===== config.mk =====
export PLATFORM = sky130hd
export DESIGN_NAME = interrupt_priority_array_access_unit
export DESIGN_NICKNAME = d
export VERILOG_FILES = /design/src/sv/iprio_pkg.sv /design/src/sv/iprio_lane.sv /design/src/sv/iprio_merge.sv /design/src/sv/interrupt_priority_array_access_unit.sv
export SDC_FILE = /design/constraint.sdc
export NUM_CORES = 1
export LEC_CHECK = 0
export BUFFER_PORTS_ARGS = -buffer_cell sky130_fd_sc_hd__buf_2
export CAP_MARGIN = 5
export CELL_PAD_IN_SITES_DETAIL_PLACEMENT = 0
export CELL_PAD_IN_SITES_GLOBAL_PLACEMENT = 1
export CORE_MARGIN = 2
export CORE_UTILIZATION = 42
export DETAILED_ROUTE_END_ITERATION = 10
export GPL_TIMING_DRIVEN = 0
export PLACE_DENSITY_LB_ADDON = 0.1
export SLEW_MARGIN = 20
export SYNTH_ARGS = -nofsm -noshare
export SYNTH_HDL_FRONTEND = slang
export SYNTH_SLANG_ARGS = --single-unit

===== constraint.sdc =====
create_clock -name i_clk -period 4.36 [get_ports i_clk]
set_input_delay 0.654 -clock i_clk [delete_from_list [all_inputs] [get_ports i_clk]]
set_output_delay 0.654 -clock i_clk [all_outputs]
set_load 0.03 [all_outputs]

===== src/sv/iprio_pkg.sv =====
// ----------------------------------------------------------------------------
// iprio_pkg
// Shared types, constants and the interrupt-to-slot map for the
// interrupt-priority array access unit.
// ----------------------------------------------------------------------------
package iprio_pkg;

    localparam int unsigned NUM_LANES  = 8;
    localparam int unsigned BYTE_W     = 8;
    localparam int unsigned WORD_W     = 64;
    localparam int unsigned SEL_W      = 9;
    localparam int unsigned IRQ_W      = 6;
    localparam int unsigned SLOT_W     = 4;
    localparam int unsigned NUM_SLOTS  = 16;

    // selector window of the priority array: 0x30..0x3F
    localparam logic [SEL_W-5:0] SEL_WINDOW = 5'h03;

    typedef enum logic [1:0] {
        ST_DONE    = 2'd0,
        ST_TRAP    = 2'd1,
        ST_FORWARD = 2'd2
    } t_status;

    typedef struct packed {
        logic              mapped;
        logic [SLOT_W-1:0] slot;
    } t_slot;

    // what one lane found for its interrupt
    typedef struct packed {
        logic              we;
        logic [SLOT_W-1:0] slot;
        logic [BYTE_W-1:0] wdata;
        logic [BYTE_W-1:0] rdata;
    } t_lane_res;

    // interrupt number to byte slot; unlisted interrupts have no slot
    function automatic t_slot slot_of_irq(input logic [IRQ_W-1:0] irq);
        t_slot s;
        s.mapped = 1'b1;
        s.slot   = '0;
        case (irq)
            6'd0:  s.slot = 4'd0;
            6'd1:  s.slot = 4'd1;
            6'd4:  s.slot = 4'd2;
            6'd5:  s.slot = 4'd3;
            6'd8:  s.slot = 4'd4;
            6'd13: s.slot = 4'd5;
            6'd14: s.slot = 4'd6;
            6'd15: s.slot = 4'd7;
            6'd16: s.slot = 4'd8;
            6'd17: s.slot = 4'd9;
            6'd18: s.slot = 4'd10;
            6'd19: s.slot = 4'd11;
            6'd20: s.slot = 4'd12;
            6'd21: s.slot = 4'd13;
            6'd22: s.slot = 4'd14;
            6'd23: s.slot = 4'd15;
            default: s.mapped = 1'b0;
        endcase
        return s;
    endfunction

endpackage


===== src/sv/iprio_lane.sv =====
// ----------------------------------------------------------------------------
// iprio_lane
// One byte lane: looks up the slot of its interrupt, reads the old priority
// and forms the merged byte to write back.
// ----------------------------------------------------------------------------
module iprio_lane (
    input  logic [iprio_pkg::IRQ_W-1:0]                          i_irq,
    input  logic [iprio_pkg::NUM_SLOTS-1:0][iprio_pkg::BYTE_W-1:0] i_slots,
    input  logic [iprio_pkg::BYTE_W-1:0]                         i_new_byte,
    input  logic [iprio_pkg::BYTE_W-1:0]                         i_mask_byte,
    input  logic                                                 i_wr_en,
    output iprio_pkg::t_lane_res                                 o_res
);
    import iprio_pkg::*;

    t_slot             slot_info;
    logic [BYTE_W-1:0] old_byte;

    assign slot_info = slot_of_irq(i_irq);

    // unmapped interrupts read as zero
    assign old_byte = slot_info.mapped ? i_slots[slot_info.slot] : '0;

    assign o_res.rdata = old_byte;
    assign o_res.slot  = slot_info.slot;
    assign o_res.wdata = (old_byte & ~i_mask_byte) | (i_new_byte & i_mask_byte);
    assign o_res.we    = i_wr_en & slot_info.mapped;

endmodule


===== src/sv/iprio_merge.sv =====
// ----------------------------------------------------------------------------
// iprio_merge
// Combines the lane results: packs the old bytes and folds the lane writes
// into the next value of both priority words.
// ----------------------------------------------------------------------------
module iprio_merge (
    input  iprio_pkg::t_lane_res [iprio_pkg::NUM_LANES-1:0]           i_res,
    input  logic [iprio_pkg::NUM_SLOTS-1:0][iprio_pkg::BYTE_W-1:0]    i_slots,
    output logic [iprio_pkg::WORD_W-1:0]                              o_old_value,
    output logic [iprio_pkg::NUM_SLOTS-1:0][iprio_pkg::BYTE_W-1:0]    o_slots
);
    import iprio_pkg::*;

    always_comb begin
        for (int l = 0; l < NUM_LANES; l++) begin
            o_old_value[l*BYTE_W +: BYTE_W] = i_res[l].rdata;
        end
    end

    // distinct interrupts never share a slot, so at most one lane hits each
    always_comb begin
        for (int s = 0; s < NUM_SLOTS; s++) begin
            o_slots[s] = i_slots[s];
            for (int l = 0; l < NUM_LANES; l++) begin
                if (i_res[l].we && (i_res[l].slot == SLOT_W'(s))) begin
                    o_slots[s] = i_res[l].wdata;
                end
            end
        end
    end

endmodule


===== src/sv/interrupt_priority_array_access_unit.sv =====
// ----------------------------------------------------------------------------
// interrupt_priority_array_access_unit
// Read-modify-write access to the indirect interrupt-priority registers.
// ----------------------------------------------------------------------------
// The unit takes one transfer per clock and returns its result from an
// output register; the next transfer is accepted while a result waits as
// long as the downstream side takes it in the same cycle. The two 64-bit
// priority words are read, modified and written by eight byte lanes in
// parallel. s_axis_tuser carries the selector, s_axis_tdata the new value
// and write mask; m_axis_tdata returns the old packed priorities and
// m_axis_tuser the status (done, trap, forward). Priorities reset to zero
// and the unit comes out of reset unavailable, trapping every access until
// enabled.
// ----------------------------------------------------------------------------
module interrupt_priority_array_access_unit (
    input  logic         i_clk,
    input  logic         i_rst_n,
    input  logic         i_cfg_we,
    input  logic         i_cfg_wdata,     // unit_available
    input  logic         s_axis_tvalid,
    output logic         s_axis_tready,
    input  logic [127:0] s_axis_tdata,    // [63:0] new_value, [127:64] write_mask
    input  logic [8:0]   s_axis_tuser,    // [8:0] selector_index
    output logic         m_axis_tvalid,
    input  logic         m_axis_tready,
    output logic [63:0]  m_axis_tdata,    // [63:0] old_value
    output logic [1:0]   m_axis_tuser     // [1:0] status
);
    import iprio_pkg::*;

    logic                                r_unit_available;
    logic [NUM_SLOTS-1:0][BYTE_W-1:0]    r_slots;
    logic [NUM_SLOTS-1:0][BYTE_W-1:0]    n_slots;
    logic                                r_out_valid;
    logic [WORD_W-1:0]                   r_out_old;
    t_status                             r_out_status;

    logic              in_xfer;
    logic [SEL_W-1:0]  sel;
    logic [WORD_W-1:0] new_value;
    logic [WORD_W-1:0] write_mask;
    t_status           status;
    logic              access_ok;
    logic              wr_en;
    logic [IRQ_W-1:0]  first_irq;
    t_lane_res [NUM_LANES-1:0] lane_res;
    logic [WORD_W-1:0] old_value;

    assign sel        = s_axis_tuser;
    assign new_value  = s_axis_tdata[WORD_W-1:0];
    assign write_mask = s_axis_tdata[2*WORD_W-1:WORD_W];

    assign s_axis_tready = !r_out_valid || m_axis_tready;
    assign in_xfer       = s_axis_tvalid && s_axis_tready;

    always_comb begin
        if (!r_unit_available) begin
            status = ST_TRAP;
        end else if (sel[SEL_W-1:4] != SEL_WINDOW) begin
            status = ST_FORWARD;
        end else if (sel[0]) begin
            status = ST_TRAP;
        end else begin
            status = ST_DONE;
        end
    end

    assign access_ok = (status == ST_DONE);
    assign wr_en     = in_xfer && access_ok && (write_mask != '0);
    assign first_irq = {sel[3:0], 2'b00};

    for (genvar l = 0; l < NUM_LANES; l++) begin : g_lane
        iprio_lane u_lane (
            .i_irq       (first_irq + IRQ_W'(l)),
            .i_slots     (r_slots),
            .i_new_byte  (new_value[l*BYTE_W +: BYTE_W]),
            .i_mask_byte (write_mask[l*BYTE_W +: BYTE_W]),
            .i_wr_en     (wr_en),
            .o_res       (lane_res[l])
        );
    end

    iprio_merge u_merge (
        .i_res       (lane_res),
        .i_slots     (r_slots),
        .o_old_value (old_value),
        .o_slots     (n_slots)
    );

    always_ff @(posedge i_clk) begin
        if (!i_rst_n) begin
            r_unit_available <= 1'b0;
            r_slots          <= '0;
            r_out_valid      <= 1'b0;
        end else begin
            if (i_cfg_we) begin
                r_unit_available <= i_cfg_wdata;
            end
            r_slots <= n_slots;
            if (in_xfer) begin
                r_out_valid <= 1'b1;
            end else if (m_axis_tready) begin
                r_out_valid <= 1'b0;
            end
        end
    end

    // payload: old bytes only for a completed access
    always_ff @(posedge i_clk) begin
        if (in_xfer) begin
            r_out_old    <= access_ok ? old_value : '0;
            r_out_status <= status;
        end
    end

    assign m_axis_tvalid = r_out_valid;
    assign m_axis_tdata  = r_out_old;
    assign m_axis_tuser  = r_out_status;

    a_old_zero_unless_done: assert property (@(posedge i_clk) disable iff (!i_rst_n)
        r_out_valid && (r_out_status != ST_DONE) |-> (r_out_old == '0))
        else $error("old value not zero on a trapped or forwarded access");

    a_state_hold_idle: assert property (@(posedge i_clk) disable iff (!i_rst_n)
        $past(i_rst_n) && !$past(in_xfer) |-> $stable(r_slots))
        else $error("priority words changed without a transfer");

    a_trap_unavailable: assert property (@(posedge i_clk) disable iff (!i_rst_n)
        in_xfer && !r_unit_available |=> (r_out_status == ST_TRAP) && r_out_valid)
        else $error("access to unavailable unit did not trap");

endmodule

* Word level (Yosys, flattened, before mapping) *
Index checks and enable logic that the tools add are counted.

storage, ports and cells
  logic and storage cells = 654
  register bits after elaboration = 196

cells by class
  reduce and logical (&&, ||, !) cells = 176
  bitwise gates (word level) = 40
  eq/ne operators = 230
  $lt $le $gt $ge = 8
  $add $sub $neg = 7
  mux-type cells = 173

operator list
  kind                                                                          number
  8-bit 2-to-1 mux                                                              144
  4-bit one-hot mux with 15 select lines                                        7
  6-bit by 5-bit == test with 1-bit output, second input constant               56
  8-bit binary-select mux with 4-bit select                                     8
  4-bit == test, second input constant                                          64
  6-bit by 4-bit == test with 1-bit output, second input constant               28
  4-bit by 3-bit == test with 1-bit output, second input constant               34
  1-bit logical AND                                                             131
  8-bit AND                                                                     16
  8-bit nonzero test                                                            16
  16-bit OR reduction                                                           7
  6-bit by 3-bit == test with 1-bit output, second input constant               14
  4-bit by 2-bit == test with 1-bit output, second input constant               17
  8-bit NOT                                                                     8
  8-bit bitwise OR                                                              8
  64-bit nonzero test                                                           1
  6-bit logical NOT                                                             8
  6-bit by 1-bit == test with 1-bit output, second input constant               7
  4-bit by 5-bit less-than comparator with 1-bit output, second input constant  8
  4-bit by 1-bit == test with 1-bit output, second input constant               9
  4-bit logical NOT                                                             8
  6-bit by 3-bit adder with 6-bit output, second input constant                 4
  4-bit one-hot mux with 4 select lines                                         1
  6-bit by 2-bit adder with 6-bit output, second input constant                 2
  10 further kinds                                                              28

* Logic depth before layout (Yosys ltp) *
Gate-level depths: netlist of run 1.

  depth in word-level cells = 16
  gate-level depth with buffers = 9
  gate-level depth less buffers = 6

* By module *
Synthesis of run 1 repeated with hierarchy kept, for this count alone.

second synthesis, totals
  cells, all modules = 4,167
  area, all modules = 32,332.3 sq um

modules (own cells, without submodules)
  module                                seq. area each (sq um)  instances  cells an instance  area an instance (sq um)
  iprio_lane at g_lane[0].u_lane ...    0.0                     7          229                1,773.0
  iprio_merge                           0.0                     1          1,885              12,015.3
  interrupt_priority_array_access_unit  4,584.4                 1          450                6,139.6
  iprio_lane at g_lane[7].u_lane        0.0                     1          229                1,766.7

* Worst setup path after synthesis of run 1 *
Ideal clock, no wire load.

  kind = input -> register
  from = input port m_axis_tready
  to = register r_slots[1] (netlist bit)
  data arrival time = 3,610 ps
  path buffers = 2
  data required time = 4,226 ps
  stages = 8
  slack = 616 ps
  library setup time = 134 ps
  cells stage by stage = nand2b_1 > nand2_1 > inv_1 > nand2_1 > buf_2 > nor3_2 > buf_2 > a211oi_1

between the ends
  word-level cells in the longest chain between the ends = 13

ends and longest elaborated chain
  element                           RTL line                                    RTL
  start, declared                   interrupt_priority_array_access_unit.sv:25  input logic m_axis_tready,
  1-bit logical OR *                interrupt_priority_array_access_unit.sv:53  assign s_axis_tready = !r_out_valid || m_axis_tready;
  1-bit logical AND *               interrupt_priority_array_access_unit.sv:54  assign in_xfer = s_axis_tvalid && s_axis_tready;
  net in_xfer                       interrupt_priority_array_access_unit.sv:38  logic in_xfer;
  1-bit logical AND * (2 in a row)  interrupt_priority_array_access_unit.sv:69  assign wr_en = in_xfer && access_ok && (write_mask != '0);
  1-bit AND                         iprio_lane.sv:27                            assign o_res.we = i_wr_en & slot_info.mapped;
  1-bit logical AND                 iprio_merge.sv:25                           if (i_res[l].we && (i_res[l].slot == SLOT_W'(s))) begin
  8-bit 2-to-1 mux (7 in a row)     iprio_merge.sv:25
  end signal, assigned              interrupt_priority_array_access_unit.sv:99  r_slots <= n_slots;
  end, declared                     interrupt_priority_array_access_unit.sv:32  logic [NUM_SLOTS-1:0][BYTE_W-1:0] r_slots;

Mark *: on every way through the listed nets, which the timed path passes. The rest lies on a longest branch.
A chain may end at the register's enable or synchronous reset.

* Worst setup path after layout of run 1 *
  from = input port s_axis_tuser[3]
  to = register r_out_old[28] (netlist: m_axis_tdata[28]), data pin

between the ends
  word-level cells in the longest chain between the ends = 6

ends and longest elaborated chain
  element                                                           RTL line                                     RTL
  start, declared                                                   interrupt_priority_array_access_unit.sv:23   input logic [8:0] s_axis_tuser,
  6-bit by 2-bit adder with 6-bit output *                          interrupt_priority_array_access_unit.sv:74   .i_irq (first_irq + IRQ_W'(l)),
  6-bit by 5-bit == test with 1-bit output (tied with other cells)  iprio_pkg.sv:43                              case (irq)
  4-bit one-hot mux with 15 select lines                            iprio_pkg.sv:43
  8-bit binary-select mux with 4-bit select                         iprio_lane.sv:22                             assign old_byte = slot_info.mapped ? i_slots[slot_info.slot] : '0;
  8-bit 2-to-1 mux (not written as such)                            iprio_lane.sv:22
  8-bit 2-to-1 mux *                                                iprio_lane.sv:22
  end signal, assigned                                              interrupt_priority_array_access_unit.sv:111  r_out_old <= access_ok ? old_value : '0;
  end, declared                                                     interrupt_priority_array_access_unit.sv:35   logic [WORD_W-1:0] r_out_old;

Mark *: on every way between the ends. The rest lies on a longest branch, timed or not. The select of a mux whose other input is x is not followed.

==> flow_metrics.tcl, run 1 <==
set metrics [dict create \
    cts_setup_buffers 0 \
    detail_route.drc_violations 0 \
    max-vdd-ir-drop_mv 0.2620 \
    antenna_found_initial 0 \
    hold_class "in -> reg" \
    root_buffer "sky130_fd_sc_hd__clkbuf_16" \
    place_inst 1779 \
    floorplan.core_area_um2 25330 \
    height_of_the_chip_um 165.1 \
    top_level_ports 211 \
    clock.fmax_mhz 281.6 \
    portBuffers 207 \
    worst-path-max-fanout 10 \
    synth_enable_flop_cells 66 \
    setup_violations 0 \
    grt_pass1_vias 11300 \
    drt_iter0_markers 1885 \
    slew_viol_final 0 \
    cts_made_buffers 17 \
    netlist_area_um2 10900 \
    die-width_um 165.1 \
    worstPathRequired_ps 4510 \
    layout_setup_ws_ps 808.7 \
    finalClockSkew_ps 20.57 \
    post_synthesis_register_bit_count 196 \
    cp_data_arrival_time_ps 3700 \
    timing_worst_setup_path_type "in -> reg" \
    total_power_mw 4.127 \
    final_antenna_net_count 0 \
    numClockSinks 196 \
    post-route-period-util 0.8145 \
    initial_utilization 0.4302 \
    global_route.usage.total 0.4068 \
    rsz0062_at_grt "false" \
    row_count 58 \
    setup.worst_path.end_class "flop" \
    max_slew.worst_pin.slew_ps 1226 \
    ys.warnings.count 0 \
    layout.cells.non_filler 1810 \
    yosysUniqueCellTypes 78 \
    ys_seq_area_frac 0.4208 \
    fraction_of_final_layout_cells_with_drive_strength_greater_than_1 0.2426 \
    pre_cts_slack_ps 543.1 \
    synth.avg_cell_area_um2 8.787 \
    antennaDiodeCount 0 \
    max_slew_margin 0.1823 \
    vias 12420 \
    gr-total-overflow 0 \
    ys_dominant_reg_cell "sky130_fd_sc_hd__dfxtp_1" \
    final.hold.worst_slack_ps 430.4 \
    ys_async_sr_fraction 0 \
    power_density_nw_per_um2 319.1 \
    cp_dominant_cell_by_count "sky130_fd_sc_hd__buf_2" \
    cp_slowest_cell "sky130_fd_sc_hd__clkbuf_1" \
    wire_per_inst_um 30.84 \
    final.min_clock_period_ps 3551 \
    die_area_um2 27250 \
    cts-htree-levels 4 \
    wirelength_um 55820 \
    static_leakage_nw 4.574 \
    routabilityCongestion 1.053 \
    timing.final.hold_violations 0 \
    cts-root-to-sink-buffers 2 \
    hold_buffers 0 \
    drtPass1Iterations 6 \
    drv.max_cap_violation_count 0 \
    via_per_inst 6.862 \
    final_net_count 1611 \
    post_cts.resized_instances 0 \
    timing.critical_path.cells "buf_2 > buf_2 > buf_1 > inv_1 > nand2_1 > clkbuf_1 > nor3_1" \
    synth_cells 1240 \
    result_of_the_run "finished, final reports clean" \
    grt_max_degree 45 \
    synth_nets 1383 \
    clk_pin_slew_ps 90 \
    first_pass_grt_wire_length_um 78520 \
    cp-start-kind "input port" \
    cts_tree "yes" \
    area_growth_pct 18.68 \
    hpwl_um 41120 \
    clkLatencyLatePin_ps 460 \
    max_stage_delay_ps 960 \
]
[through the flow]
step	util	setup TNS [ps]	cell area, um2
floorplan	-	0	10900
global placement	0.4874	-48310	12340
detailed placement	0.4888	0	12380
CTS	0.5106	0	12930
global route	0.5106	0	12930
finish	0.5106	0	12930
[state kept, by name, summed over array words and instances, names as in the netlist]
register	cells
r_slots	128
m_axis_tdata	64
m_axis_tuser	2
m_axis_tvalid	1
r_unit_available	1
[synthesized netlist by cell type, drive strengths merged, types with 15 or more instances]
cell type  number  area share
dfxtp         130        0.24
nand2b         22       0.013
a211oi         89       0.061
nor2           79       0.027
mux2           27       0.028
nand3          41       0.019
nor2b          15      0.0086
buf            58       0.026
o22ai          16      0.0092
nor3           38       0.020
nor4           32       0.020
a31oi          43       0.025
a22oi          34       0.023
edfxtp         66        0.18
mux2i          21       0.019
nand2          57       0.020
a21oi         157       0.072
o21ai          77       0.035
clkbuf         62       0.021
inv            16      0.0055
[per-layer routing]
layer | up-vias | routed length [um] | global-route usage
met4 | 0 | 3124 | 0.1964
met3 | 193 | 6248 | 0.08217
li1 | 5252 | - | -
met1 | 5996 | 21960 | 0.5409
met2 | 980 | 24490 | 0.6330
met5 | - | 0 | 0
[critical path, delay by kind of cell]
kind	cells	cell delay [ps]
buffers and inverters	5	2390
and+or+nand+nor	2	650
[cells in the final DEF (no fill, tap or decap), types with 41 or more instances in the layout]
cell type	Yosys	routed
sky130_fd_sc_hd__edfxtp_1	66	66
sky130_fd_sc_hd__clkbuf_1	62	63
sky130_fd_sc_hd__o21ai_0	77	77
sky130_fd_sc_hd__nor2_1	78	78
sky130_fd_sc_hd__a211oi_1	89	89
sky130_fd_sc_hd__dfxtp_1	130	130
sky130_fd_sc_hd__a21oi_1	157	157
sky130_fd_sc_hd__nand2_1	57	57
sky130_fd_sc_hd__nand3_1	41	41
sky130_fd_sc_hd__a31oi_1	43	43
sky130_fd_sc_hd__buf_2	50	258
[layout make-up]
class	count	area [um2]
buffer	120	520.5
clock buffer	18	429.2
clock inverter	13	122.6
fill	2506	12400
inverter	18	70.07
multi-input combinational	906	5723
sequential	196	4584
tap	330	412.9
timing repair buffer	209	1069
[path summary, 6_finish.rpt]
check	from	cells past startpoint	slack, ps	end
worst max-delay path	s_axis_tuser[3]	7	810	m_axis_tdata[28]
worst max register to register	m_axis_tvalid	9	1300	r_slots[29]
worst min register to register	r_slots[47]	2	490	r_slots[47]
worst min-delay path	i_cfg_wdata	3	430	r_unit_available
[cell families (layout without fill, tap and decap cells)]
logic type / Yosys count / after routing / share of synthesized area
AO/OA/AOI/OAI: 502 / 502 / 0.2952
AND/OR/NAND/NOR: 354 / 354 / 0.1787
flip-flops: 196 / 196 / 0.4208
buffers and inverters: 138 / 378 / 0.05397
multiplexers: 50 / 50 / 0.05133
[report_power, final]
| part | internal [mW] | switching (mW) | total (mW) |
|---|---|---|---|
| Sequential | 1.91 | 0.00772 | 1.92 |
| Clock | 0.752 | 0.847 | 1.60 |
| Combinational | 0.171 | 0.437 | 0.608 |
Power figures use the tool's default switching activity.
==> run 2, diff against run 1 <==
- CORE_UTILIZATION: 42 -> 38
- clock period: 4.36 -> 3 ns (I/O delays scaled with it)
==> run 2 against run 1 <==
  * Largest power group unchanged
  * Highest routed layer is now met5
  * Utilization down 4.4 points
  * The flow now finishes with violations (setup timing)
  * Cell count is 3.0% higher
  * Via count is 1.2% lower
  * Final area grew 1.0%
  * Power is 46% higher
  * Worst hold slack worse by 200 ps
==> flow_metrics.tcl, run 2 (synthesis gave the netlist of run 1 again) <==
set metrics [dict create \
    max_slew.worst_pin.slew_ps 1186 \
    final.min_clock_period_ps 3030 \
    p_clk_frac 0.388 \
    multi_input_comb_area_um2 5743 \
    initial_utilization 0.3890 \
    final_net_count 1614 \
    share_seq_of_total_power 0.462 \
    row_count 61 \
    pre_cts_slack_ps -675.8 \
    antenna_found_initial 2 \
    worst_path_dominant_cell_family "buffers and inverters" \
    hold_class "in -> reg" \
    result_of_the_run "finished with violations" \
    crit_path_buf_inv_count 6 \
    timing_worst_setup_path_type "in -> reg" \
    violations_in_the_final_reports "setup timing" \
    grt_max_degree 34 \
    detail_route.drc_violations 0 \
    switching_share 0.3059 \
    rsz0062_at_grt "false" \
    worstPathRequired_ps 3220 \
    portBuffers 207 \
    setup.worst_path.end_class "flop" \
    finalClockSkew_ps 22.89 \
    cts_made_buffers 17 \
    die-width_um 173.3 \
    summed_negative_setup_slack_over_all_endpoints_ps -29.73 \
    clkLatencyLatePin_ps 480 \
    mostFrequentLayoutCell "sky130_fd_sc_hd__buf_2" \
    drv.max_cap_violation_count 0 \
    height_of_the_chip_um 173.3 \
    switchingPower_mw 1.845 \
    gr-total-overflow 0 \
    first_pass_grt_wire_length_um 82560 \
    cts_tree "yes" \
    hpwl_um 43270 \
    largest_register_ffs 128 \
    grt_pass1_vias 11870 \
    area_occupied_by_registers_um2 4584 \
    routabilityCongestion 1.012 \
    cts-root-to-sink-buffers 2 \
    drt_iter0_markers 1731 \
    area_growth_pct 19.87 \
    layout.cells.most_common_list "sky130_fd_sc_hd__buf_2, sky130_fd_sc_hd__a21oi_1, sky130_fd_sc_hd__dfxtp_1" \
    max_slew_margin 0.2026 \
    cp_dominant_cell_by_count "sky130_fd_sc_hd__buf_2" \
    cp_slowest_cell "sky130_fd_sc_hd__clkbuf_1" \
    numClockSinks 196 \
    final.hold.worst_slack_ps 230.7 \
    die_area_um2 30040 \
    max-vdd-ir-drop_mv 0.3782 \
    root_buffer "sky130_fd_sc_hd__clkbuf_16" \
    clock.fmax_mhz 330.1 \
    via_per_inst 6.586 \
    setup_violations 1 \
    cts-htree-levels 4 \
    fill_cells 2863 \
    worst-path-max-fanout 10 \
    clk_pin_slew_ps 90 \
    wire_per_inst_um 31.45 \
    place_inst 1827 \
    final_antenna_net_count 0 \
    total_power_mw 6.031 \
    floorplan.core_area_um2 28010 \
    fraction_of_final_layout_cells_with_drive_strength_greater_than_1 0.2487 \
    drtPass1Iterations 6 \
    power_density_nw_per_um2 461.8 \
    wirelength_um 58620 \
    cp_data_arrival_time_ps 3250 \
    top_level_ports 211 \
    global_route.usage.total 0.3796 \
    slew_viol_final 0 \
    cp-start-kind "input port" \
    registers.top_by_ff_count "r_slots" \
    vias 12280 \
    layout_setup_ws_ps -29.73 \
    layout.cells.non_filler 1864 \
    hold_buffers 0 \
    max_stage_delay_ps 700 \
    combinationalPowerShare 0.150 \
    static_leakage_nw 4.606 \
    internal_cell_power_mw 4.186 \
    timing.critical_path.cells "buf_2 > buf_2 > buf_2 > clkbuf_1 > buf_2 > buf_2 > nor2_1 > o21ai_0 > nor2_1" \
    post-route-period-util 1.010 \
    timing.final.hold_violations 0 \
]
run 2: layout make-up:
| cell class | instances | area share |
|---|---|---|
| Multi-Input combinational cell | 906 | 0.4397 |
| Sequential cell | 196 | 0.3510 |
| Timing Repair Buffer | 212 | 0.08412 |
| Buffer | 120 | 0.04005 |
| Tap cell | 378 | 0.03621 |
| Clock buffer | 21 | 0.03612 |
| Clock inverter | 11 | 0.006898 |
| Inverter | 18 | 0.005461 |
| Antenna cell | 2 | 0.0003832 |
run 2: what timing repair did:
action | CTS | global route
endpoints found under the setup margin | 45 | 39
gates resized for setup | 3 | 2
endpoints found under the hold margin | 0 | 0
buffers inserted | 0 | 3
pin swaps | 0 | 1
run 2: power groups by stage:
stage | Sequential (mW) | Clock (mW) | Combinational, mW
4_1_cts | 2.79 | 2.33 | 0.869
5_1_grt | 2.79 | 2.42 | 0.928
2_1_floorplan | 2.94 | 0 | 0.356
6_report | 2.79 | 2.34 | 0.902
3_5_place_dp | 2.85 | 0 | 0.865
3_3_place_gp | 2.85 | 0 | 0.861
run 2: worst min-delay path, cell delays in order:
cell and delay, ps:
sky130_fd_sc_hd__buf_2 110, sky130_fd_sc_hd__inv_1 40, sky130_fd_sc_hd__a21oi_1 50
run 2: worst paths after layout:
path	startpoint	endpoint	slack [ps]	cells past startpoint
max	s_axis_tuser[3]	m_axis_tdata[42]	-30	9
min	s_axis_tvalid	m_axis_tvalid	230	3
max reg2reg	r_unit_available	r_slots[29]	250	7
min reg2reg	r_slots[94]	r_slots[94]	490	2
run 2: per-layer routing:
layer	vias to the layer above	share of wire	GRT usage
met5	-	0.00022	0
met4	2	0.060	0.2221
met3	221	0.11	0.08684
met2	891	0.43	0.5727
met1	5899	0.40	0.4974
li1	5264	-	-
run 2: stage by stage:
| stage | area (um2) | utilization |
|---|---|---|
| final | 13060 | 0.4663 |
| after global routing | 13060 | 0.4661 |
| after CTS | 13020 | 0.4649 |
| after detailed placement | 12450 | 0.4445 |
| after global placement | 12410 | 0.4431 |
| after floorplan | 10900 | - |
